<file path="src/smmc_pkg.sv">
// shared constants and types for the sensor min/max calibration block
package smmc_pkg;

	localparam int NUM_SENSORS   = 8;
	localparam int SAMPLE_BITS   = 12;
	localparam int SENSOR_FIELDS = 8;
	localparam int FIELD_W       = 12;
	localparam int TIME_W        = 32;
	localparam int THR_W         = 12;
	localparam int S_TDATA_W     = 128;
	localparam int M_TDATA_W     = 16;

	localparam logic [SAMPLE_BITS-1:0] FULL_SCALE = '1;
	localparam logic [SAMPLE_BITS-1:0] MAX_RESET  = SAMPLE_BITS'(4095) & FULL_SCALE;
	localparam logic [TIME_W-1:0]      DURATION_RESET = TIME_W'(10000);

	// sum of midpoints never overflows this width
	localparam int SUM_W = SAMPLE_BITS + $clog2(NUM_SENSORS);

	// mean by reciprocal multiply: floor(sum * DIV_MUL >> DIV_SHIFT) is exact
	localparam int    DIV_SHIFT = SUM_W + $clog2(NUM_SENSORS);
	localparam longint DIV_MUL_L = ((64'd1 << DIV_SHIFT) + NUM_SENSORS - 1) / NUM_SENSORS;
	localparam logic [DIV_SHIFT:0] DIV_MUL = DIV_MUL_L[DIV_SHIFT:0];
	localparam int    PROD_W = SUM_W + DIV_SHIFT + 1;

	typedef logic [SAMPLE_BITS-1:0] sample_t;
	typedef logic [SUM_W-1:0]       sum_t;

	typedef enum logic {
		ACT_SAMPLE = 1'b0,
		ACT_START  = 1'b1
	} action_t;

	// per-lane update strobes
	typedef struct packed {
		logic start;
		logic update;
	} lane_ctl_t;

endpackage

</file>
<file path="src/smmc_lane.sv">
// one sensor lane: running minimum and maximum and their midpoint
module smmc_lane (
	input  logic                clk,
	input  logic                arst_n,
	input  smmc_pkg::lane_ctl_t ctl,
	input  smmc_pkg::sample_t   reading,
	output smmc_pkg::sample_t   mid
);
	import smmc_pkg::*;

	sample_t min_q;
	sample_t max_q;
	logic [SAMPLE_BITS:0] pair_sum;

	always_ff @(posedge clk or negedge arst_n) begin
		if (!arst_n) begin
			min_q <= '0;
			max_q <= MAX_RESET;
		end else if (ctl.start) begin
			min_q <= FULL_SCALE;
			max_q <= '0;
		end else if (ctl.update) begin
			if (reading < min_q) begin
				min_q <= reading;
			end
			if (reading > max_q) begin
				max_q <= reading;
			end
		end
	end

	assign pair_sum = {1'b0, min_q} + {1'b0, max_q};
	assign mid      = pair_sum[SAMPLE_BITS:1];

endmodule

</file>
<file path="src/smmc_merge.sv">
// merging stage: sums lane midpoints and divides by the lane count
module smmc_merge (
	input  logic              clk,
	input  logic              load,
	input  smmc_pkg::sample_t mid [smmc_pkg::NUM_SENSORS],
	output smmc_pkg::sample_t mean
);
	import smmc_pkg::*;

	sum_t              sum_d;
	sum_t              sum_s2;
	logic [PROD_W-1:0] prod;

	always_comb begin
		sum_d = '0;
		for (int i = 0; i < NUM_SENSORS; i++) begin
			sum_d = sum_d + SUM_W'(mid[i]);
		end
	end

	always_ff @(posedge clk) begin
		if (load) begin
			sum_s2 <= sum_d;
		end
	end

	// constant reciprocal, exact for every sum below 2**SUM_W
	assign prod = PROD_W'(sum_s2) * PROD_W'(DIV_MUL);
	assign mean = prod[DIV_SHIFT +: SAMPLE_BITS];

endmodule

</file>
<file path="src/sensor_min_max_calibration.sv">
// top level of the sensor min/max calibration block
//
//  channel   dir  handshake          payload
//  s_*       in   s_tvalid/s_tready  tuser: action; tdata: now_ms, sensor_0..sensor_7
//  m_*       out  m_tvalid/m_tready  tuser: calibrating, finished; tdata: threshold
//  cfg_*     in   cfg_we             cfg_wdata: duration_ms
//
// one request accepted per cycle unless m_tready back-pressure fills the stages;
// the lane min/max registers update at the accept edge, the midpoint sum is
// registered one stage later and the constant-reciprocal divide feeds the output register
// every stage holds independently when the stage after it is full, so bubbles collapse
// and a new request is taken while a finished result waits on m_tready
// reset clears flags and threshold, duration to default, lane min 0, max all ones; no clearing pass
module sensor_min_max_calibration (
	input  logic                           clk,
	input  logic                           arst_n,
	input  logic                           s_tvalid,
	output logic                           s_tready,
	input  logic [smmc_pkg::S_TDATA_W-1:0] s_tdata,   // now_ms[31:0], sensor_0 .. sensor_7 (12 bit each)
	input  logic                           s_tuser,   // action
	output logic                           m_tvalid,
	input  logic                           m_tready,
	output logic [smmc_pkg::M_TDATA_W-1:0] m_tdata,   // threshold[11:0], zero pad
	output logic [1:0]                     m_tuser,   // calibrating, finished
	input  logic                           cfg_we,
	input  logic [smmc_pkg::TIME_W-1:0]    cfg_wdata  // duration_ms
);
	import smmc_pkg::*;

	// request fields
	logic              accept;
	logic              is_start;
	logic [TIME_W-1:0] now_ms;
	logic [TIME_W-1:0] elapsed;
	logic              done_d;
	logic              cal_d;

	// control state
	logic [TIME_W-1:0] duration_q;
	logic [TIME_W-1:0] start_time_q;
	logic              active_q;
	sample_t           thr_q;

	// pipeline
	logic    s1_v, s1_cal, s1_done;
	logic    s2_v, s2_cal, s2_done;
	logic    out_v_q, out_cal_q, out_done_q;
	sample_t out_thr_q;
	logic    out_ready, s2_ready, s1_ready;

	// lanes
	lane_ctl_t lane_ctl;
	sample_t   reading [NUM_SENSORS];
	sample_t   mid     [NUM_SENSORS];
	sample_t   mean;

	assign out_ready = !out_v_q || m_tready;
	assign s2_ready  = !s2_v || out_ready;
	assign s1_ready  = !s1_v || s2_ready;
	assign s_tready  = s1_ready;
	assign accept    = s_tvalid && s_tready;

	assign is_start = (action_t'(s_tuser) == ACT_START);
	assign now_ms   = s_tdata[TIME_W-1:0];
	assign elapsed  = now_ms - start_time_q;

	// the elapsed check only applies to samples taken while calibrating
	assign done_d = !is_start && active_q && (elapsed >= duration_q);
	assign cal_d  = is_start || (active_q && !done_d);

	assign lane_ctl.start  = accept && is_start;
	assign lane_ctl.update = accept && !is_start && active_q;

	// lane readings; lanes beyond the input fields read zero
	for (genvar g = 0; g < NUM_SENSORS; g++) begin : g_lane
		if (g < SENSOR_FIELDS) begin : g_field
			assign reading[g] = SAMPLE_BITS'(s_tdata[TIME_W + FIELD_W*g +: FIELD_W]);
		end else begin : g_zero
			assign reading[g] = '0;
		end

		smmc_lane u_lane (
			.clk     (clk),
			.arst_n  (arst_n),
			.ctl     (lane_ctl),
			.reading (reading[g]),
			.mid     (mid[g])
		);
	end

	// lane registers hold this request's extremes while it sits in stage 1
	smmc_merge u_merge (
		.clk  (clk),
		.load (s1_v && s2_ready),
		.mid  (mid),
		.mean (mean)
	);

	// configuration and calibration state
	always_ff @(posedge clk or negedge arst_n) begin
		if (!arst_n) begin
			duration_q   <= DURATION_RESET;
			start_time_q <= '0;
			active_q     <= 1'b0;
		end else begin
			if (cfg_we) begin
				duration_q <= cfg_wdata;
			end
			if (accept) begin
				active_q <= cal_d;
				if (is_start) begin
					start_time_q <= now_ms;
				end
			end
		end
	end

	// stage 1 and stage 2 flags
	always_ff @(posedge clk or negedge arst_n) begin
		if (!arst_n) begin
			s1_v    <= 1'b0;
			s1_cal  <= 1'b0;
			s1_done <= 1'b0;
			s2_v    <= 1'b0;
			s2_cal  <= 1'b0;
			s2_done <= 1'b0;
		end else begin
			if (s1_ready) begin
				s1_v    <= accept;
				s1_cal  <= cal_d;
				s1_done <= done_d;
			end
			if (s2_ready) begin
				s2_v    <= s1_v;
				s2_cal  <= s1_cal;
				s2_done <= s1_done;
			end
		end
	end

	// output register; the threshold follows the last finish in request order
	always_ff @(posedge clk or negedge arst_n) begin
		if (!arst_n) begin
			out_v_q    <= 1'b0;
			out_cal_q  <= 1'b0;
			out_done_q <= 1'b0;
			out_thr_q  <= '0;
			thr_q      <= '0;
		end else if (out_ready) begin
			out_v_q <= s2_v;
			if (s2_v) begin
				out_cal_q  <= s2_cal;
				out_done_q <= s2_done;
				if (s2_done) begin
					out_thr_q <= mean;
					thr_q     <= mean;
				end else begin
					out_thr_q <= thr_q;
				end
			end
		end
	end

	assign m_tvalid = out_v_q;
	assign m_tuser  = {out_done_q, out_cal_q};
	assign m_tdata  = M_TDATA_W'(THR_W'(out_thr_q));

endmodule
</file>
<file path="config.mk">
export PLATFORM = sky130hd
export DESIGN_NAME = sensor_min_max_calibration
export DESIGN_NICKNAME = d
export VERILOG_FILES = /design/src/smmc_pkg.sv /design/src/smmc_lane.sv /design/src/smmc_merge.sv /design/src/sensor_min_max_calibration.sv
export SDC_FILE = /design/constraint.sdc
export NUM_CORES = 1
export LEC_CHECK = 0
export ABC_AREA = 1
export BUFFER_PORTS_ARGS = -buffer_cell sky130_fd_sc_hd__buf_2
export CAP_MARGIN = 10
export CORE_ASPECT_RATIO = 0.5
export CORE_MARGIN = 1
export CORE_UTILIZATION = 60
export DETAILED_ROUTE_END_ITERATION = 12
export PLACE_DENSITY = 0.86
export SYNTH_ARGS = -nofsm -noshare
export SYNTH_HDL_FRONTEND = slang
export SYNTH_SLANG_ARGS = --single-unit
</file>
<file path="constraint.sdc">
create_clock -name clk -period 18.1 [get_ports clk]
set_input_delay 3.62 -clock clk [delete_from_list [all_inputs] [get_ports clk]]
set_output_delay 3.62 -clock clk [all_outputs]
set_load 0.005 [all_outputs]
</file>
Yosys cells after proc, flatten, opt, wreduce, memory -nomap -nowiden
Index checks and enable logic that the tools add are counted.
{"block": "word_totals", "regBits": 293, "latch_bits": 0, "ram_bits": 0, "mem_bits_ro": 0, "in_bits": 166, "output_inout_bits": 20, "elab_cells": 165, "mem_count": 0}
{"block": "classes", "n_addsub": 16, "n_mul": 0, "div_mod_pow": 0, "order_cmp": 17, "n_eq_ne": 0, "shift": 0, "mux": 49, "bitwise": 0, "n_reduce_logical": 53}
{"operator": "12-bit two-way mux", "count": 49}
{"operator": "12-bit by 12-bit adder with 13-bit output", "count": 9}
{"operator": "12-bit greater-than comparator", "count": 8}
{"operator": "12-bit < comparator", "count": 8}
{"operator": "15-bit by 12-bit adder with 15-bit output", "count": 6}
{"operator": "2-bit AND reduction", "count": 18}
{"operator": "2-bit nonzero test", "count": 17}
{"operator": "32-bit greater-or-equal comparator", "count": 1}
{"operator": "32-bit subtractor", "count": 1}
{"operator": "1-bit logical AND", "count": 8}
{"operator": "1-bit logical NOT", "count": 5}
{"operator": "1-bit logical OR", "count": 4}
{"operator": "3-bit AND reduction", "count": 1}

Longest topological paths before layout
{"block": "depth", "word_depth": 9, "depth_mapped": 30, "depth_no_buf": 30}

Cells and area by module
Synthesis repeated with hierarchy kept, for this count alone.
{"block": "unflattened", "hier_cells": 3790, "area_unflattened_um2": 27521.4}
{"module": "smmc_lane (g_lane[0].u_lane ...)", "instances": 5, "cells_each": 321, "area_per_inst_um2": 2277.2, "seq_area_each_um2": 615.6}
{"module": "sensor_min_max_calibration", "instances": 1, "cells_each": 824, "area_per_inst_um2": 6135.9, "seq_area_each_um2": 2158.3}
{"module": "smmc_lane (g_lane[6].u_lane ...)", "instances": 2, "cells_each": 325, "area_per_inst_um2": 2289.7, "seq_area_each_um2": 615.6}
{"module": "smmc_merge", "instances": 1, "cells_each": 376, "area_per_inst_um2": 3081.7, "seq_area_each_um2": 360.3}
{"module": "smmc_lane (g_lane[5].u_lane)", "instances": 1, "cells_each": 335, "area_per_inst_um2": 2338.5, "seq_area_each_um2": 615.6}

Worst setup path after synthesis
No wires, ideal clock.
{"block": "synth_path", "path_kind": "input-to-output", "startpoint": "input port m_tready", "endpoint": "output port s_tready", "arrival_time_ns": 3.925, "required_time_ns": 14.480, "path_slack_ns": 10.555, "path_stages": 4, "path_buffers": 0, "path_cell_list": "inv_1 > nand2_2 > nor2_4 > nand2_4"}
{"block": "synth_between", "elab_chain_len": 3}
{"item": "start, declared", "line_no": "sensor_min_max_calibration.sv:22", "text": "input logic m_tready,"}
{"item": "1-bit logical OR", "line_no": "sensor_min_max_calibration.sv:57", "text": "assign out_ready = !out_v_q || m_tready;"}
{"item": "1-bit logical OR", "line_no": "sensor_min_max_calibration.sv:58", "text": "assign s2_ready = !s2_v || out_ready;"}
{"item": "1-bit logical OR", "line_no": "sensor_min_max_calibration.sv:59", "text": "assign s1_ready = !s1_v || s2_ready;"}
{"item": "end, declared", "line_no": "sensor_min_max_calibration.sv:18", "text": "output logic s_tready,"}
No other way between the ends.

Worst setup path after layout
Ends and elaborated chain as after synthesis.

==> summary.txt <==
Status: completed
Setup TNS Final: 0 ns
Sequential Area: 7440 sq um
Fmax: 0.128 GHz
Post-CTS sizing: 0
Rows: 53
Slowest stage delay, CP: 0.13 ns
Setup-failing EPs final: 0
Most frequent CP cell: buf_2
Worst Skew: 0.0237 ns
Post-DP Area: 27,400 sq um
Data arrival, critical path: 4.18 ns
Reg2Reg Depth: 27
Syn Area/Cell: 7.45 sq um
Relative slew slack: 0.335
Port bufs: 181
Slew @ Worst Pin: 0.994 ns
Gpl congestion: 0.950
Clock transition at path regs: 0.07 ns
Final net count: 4,228
RSZ-0062 raised after global routing: no
DR pass1 iterations: 6
Max Cap Viol: 0
Post-synth EDFFs: 12
DRC Markers: 0
Clock Sinks: 290
DRT Wirelength: 64,900 microns
First-pass GRT wire length: 109,000 microns
Flops & latches, synth: 290
Iteration-0 DRC Markers: 1,862
Vias in the first global route: 22,900
Asr flop ratio synth: 0.959
Initial core utilization: 0.615
Die Area: 44,400 sq um
Via density: 5.57
Worst path cell trace: buf_2 -> inv_1 -> nand2_2 -> nor2_4 -> nand2_4 -> buf_2
Hold Path Stages: 1
Top Ports: 186
Antenna Nets Post-Route: 0
TritonCTS buffer count: 29
Worst Hold Class: flop to flop
Die height: 149 microns
GR Overflow Total: 0
Final hold violation count: 0
Via count: 23,600
Post-DP HPWL: 49,500 microns
CTS tree: done
# Post-CTS Setup Buffers: 0
Max FO, Critical Path: 5
Reg2reg setup slack: 11.23 ns
Synth Cell Area: 26,100 sq um
Total core area: 42,400 sq um
Tcrit/Tclk final: 0.431
Final worst slack: 10.30 ns
Hold Path End: out_thr_q[2]
GRT Total Usage: 0.294
Root buf cell: clkbuf_16
Average wire per cell in the routed design: 15.3 microns
Hold Startpoint: u_merge.sum_s2[5]
Minimum clock period: 7.80 ns
Place WS: 10.30 ns
Worst R2R Start: g_lane[0].u_lane.max_q[1]
Mapped Cells: 3,501
Synth-to-layout area growth: 8.53%
CTS hold repair buffers: 0
Clk_lat worst skew: 0.59 ns
Largest net degree at the start of global routing: 167
Register area share after synthesis: 0.285
Fraction of layout cells with a size suffix above 1: 0.100
H-tree depth: 1
Netlist cell types: 46
Prevailing post-synth register cell: dfrtp_1
Worst r2r dst: u_merge.sum_s2[13]
CP Launch Type: input port
Multi-input gate area: 16,000 sq um
Fill count: 3,487
Finished Cell Area: 28,300 sq um
Setup CP Type: input port to output port
Die Wd: 297 microns
Initial antenna violation count: 7
Worst path slowest cell: nor2_4
CTS Buffer Depth: 3
Slew Limit Fails: 0
Ys Warns: 0
Crit. End Element: output port
Critical path data required time: 14.48 ns
-- cells in the final DEF, fill, tap and decap left out, types with 68 or more instances in the layout --
| cell | netlist | final |
|---|---|---|
| dfrtp_1 | 177 | 177 |
| buf_2 | 53 | 180 |
| o21ai_0 | 183 | 183 |
| nand3_1 | 272 | 272 |
| nand4_1 | 68 | 68 |
| a21oi_1 | 292 | 292 |
| ha_1 | 364 | 364 |
| nor2_1 | 199 | 198 |
| inv_1 | 566 | 566 |
| nand2_1 | 850 | 850 |
| dfstp_2 | 101 | 101 |
-- through the flow --
step | utilization | hold WS (ns) | std cells
4_1_cts | 0.667 | 0.484 | 4230
3_5_place_dp | 0.644 | 0.464 | 4177
5_1_grt | 0.667 | 0.502 | 4237
6_report | 0.667 | 0.484 | 4237
2_1_floorplan | - | 0.442 | 3504
3_3_place_gp | 0.644 | 0.461 | 4177
-- sequential cells by signal, summed over array words and instances (netlist names) --
| signal | flops |
|---|---|
| g_lane.u_lane.max_q | 96 |
| out_done_q | 1 |
| s1_done | 1 |
| u_merge.sum_s2 | 12 |
| m_tvalid | 1 |
| duration_q | 32 |
| out_thr_q | 12 |
| active_q | 1 |
| s2_v | 1 |
| start_time_q | 32 |
| s2_done | 1 |
| s1_cal | 1 |
| out_cal_q | 1 |
| s2_cal | 1 |
| s1_v | 1 |
| g_lane.u_lane.min_q | 96 |
-- worst max path at each step --
stage	startpoint	to	slack (ns)	depth (start not counted)
2_1_floorplan	m_tready	s_tready	10.55	4
3_3_place_gp	m_tready	s_tready	10.28	6
3_5_place_dp	m_tready	s_tready	10.30	6
4_1_cts	m_tready	s_tready	10.30	6
5_1_grt	m_tready	s_tready	10.24	6
6_report	m_tready	s_tready	10.30	6
-- Yosys cell counts (all sizes together), types with 36 or more instances --
master | number | area share
nand2 | 855 | 0.12
o21ai | 188 | 0.036
dfrtp | 177 | 0.17
fa | 67 | 0.051
nor2 | 200 | 0.029
nand3 | 272 | 0.052
inv | 568 | 0.082
buf | 74 | 0.016
xor2 | 66 | 0.022
nor3 | 36 | 0.0069
ha | 364 | 0.17
a21oi | 292 | 0.056
dfstp | 101 | 0.10
xnor2 | 44 | 0.015
nand4 | 68 | 0.016
-- worst max-delay path: cells and delay by family --
| family | cells | cell delay [ns] |
|---|---|---|
| simple gates | 3 | 0.28 |
| buf+inv | 3 | 0.28 |
-- cells by family after synthesis --
family,after synthesis,synth area share
buf+inv,663,0.101
other cells,1,0.000144
simple gates,1445,0.232
mux,14,0.00604
flops,290,0.285
compound gates,547,0.112
fa+ha+maj,431,0.226
xor+xnor,110,0.0369
-- cell type report --
| cell class | count | area share |
|---|---|---|
| Sequential cell | 290 | 0.263 |
| Clock inverter | 11 | 0.00402 |
| Antenna cell | 7 | 0.000619 |
| Clock buffer | 42 | 0.0295 |
| Timing Repair Buffer | 191 | 0.0359 |
| Multi-Input combinational cell | 2551 | 0.566 |
| Inverter | 568 | 0.0754 |
| Tap cell | 577 | 0.0255 |
-- metal layers --
| metal | up-vias | wire length (microns) | GRT usage |
|---|---|---|---|
| met5 | - | 0 | 0 |
| met4 | 0 | 2000 | 0.0959 |
| met3 | 131 | 3890 | 0.0457 |
| met2 | 699 | 30500 | 0.502 |
| met1 | 11100 | 28500 | 0.386 |
| li1 | 11700 | - | - |
Power is not shown: default switching activity piles up to over one toggle a cycle in this logic, so the estimate is an artifact.
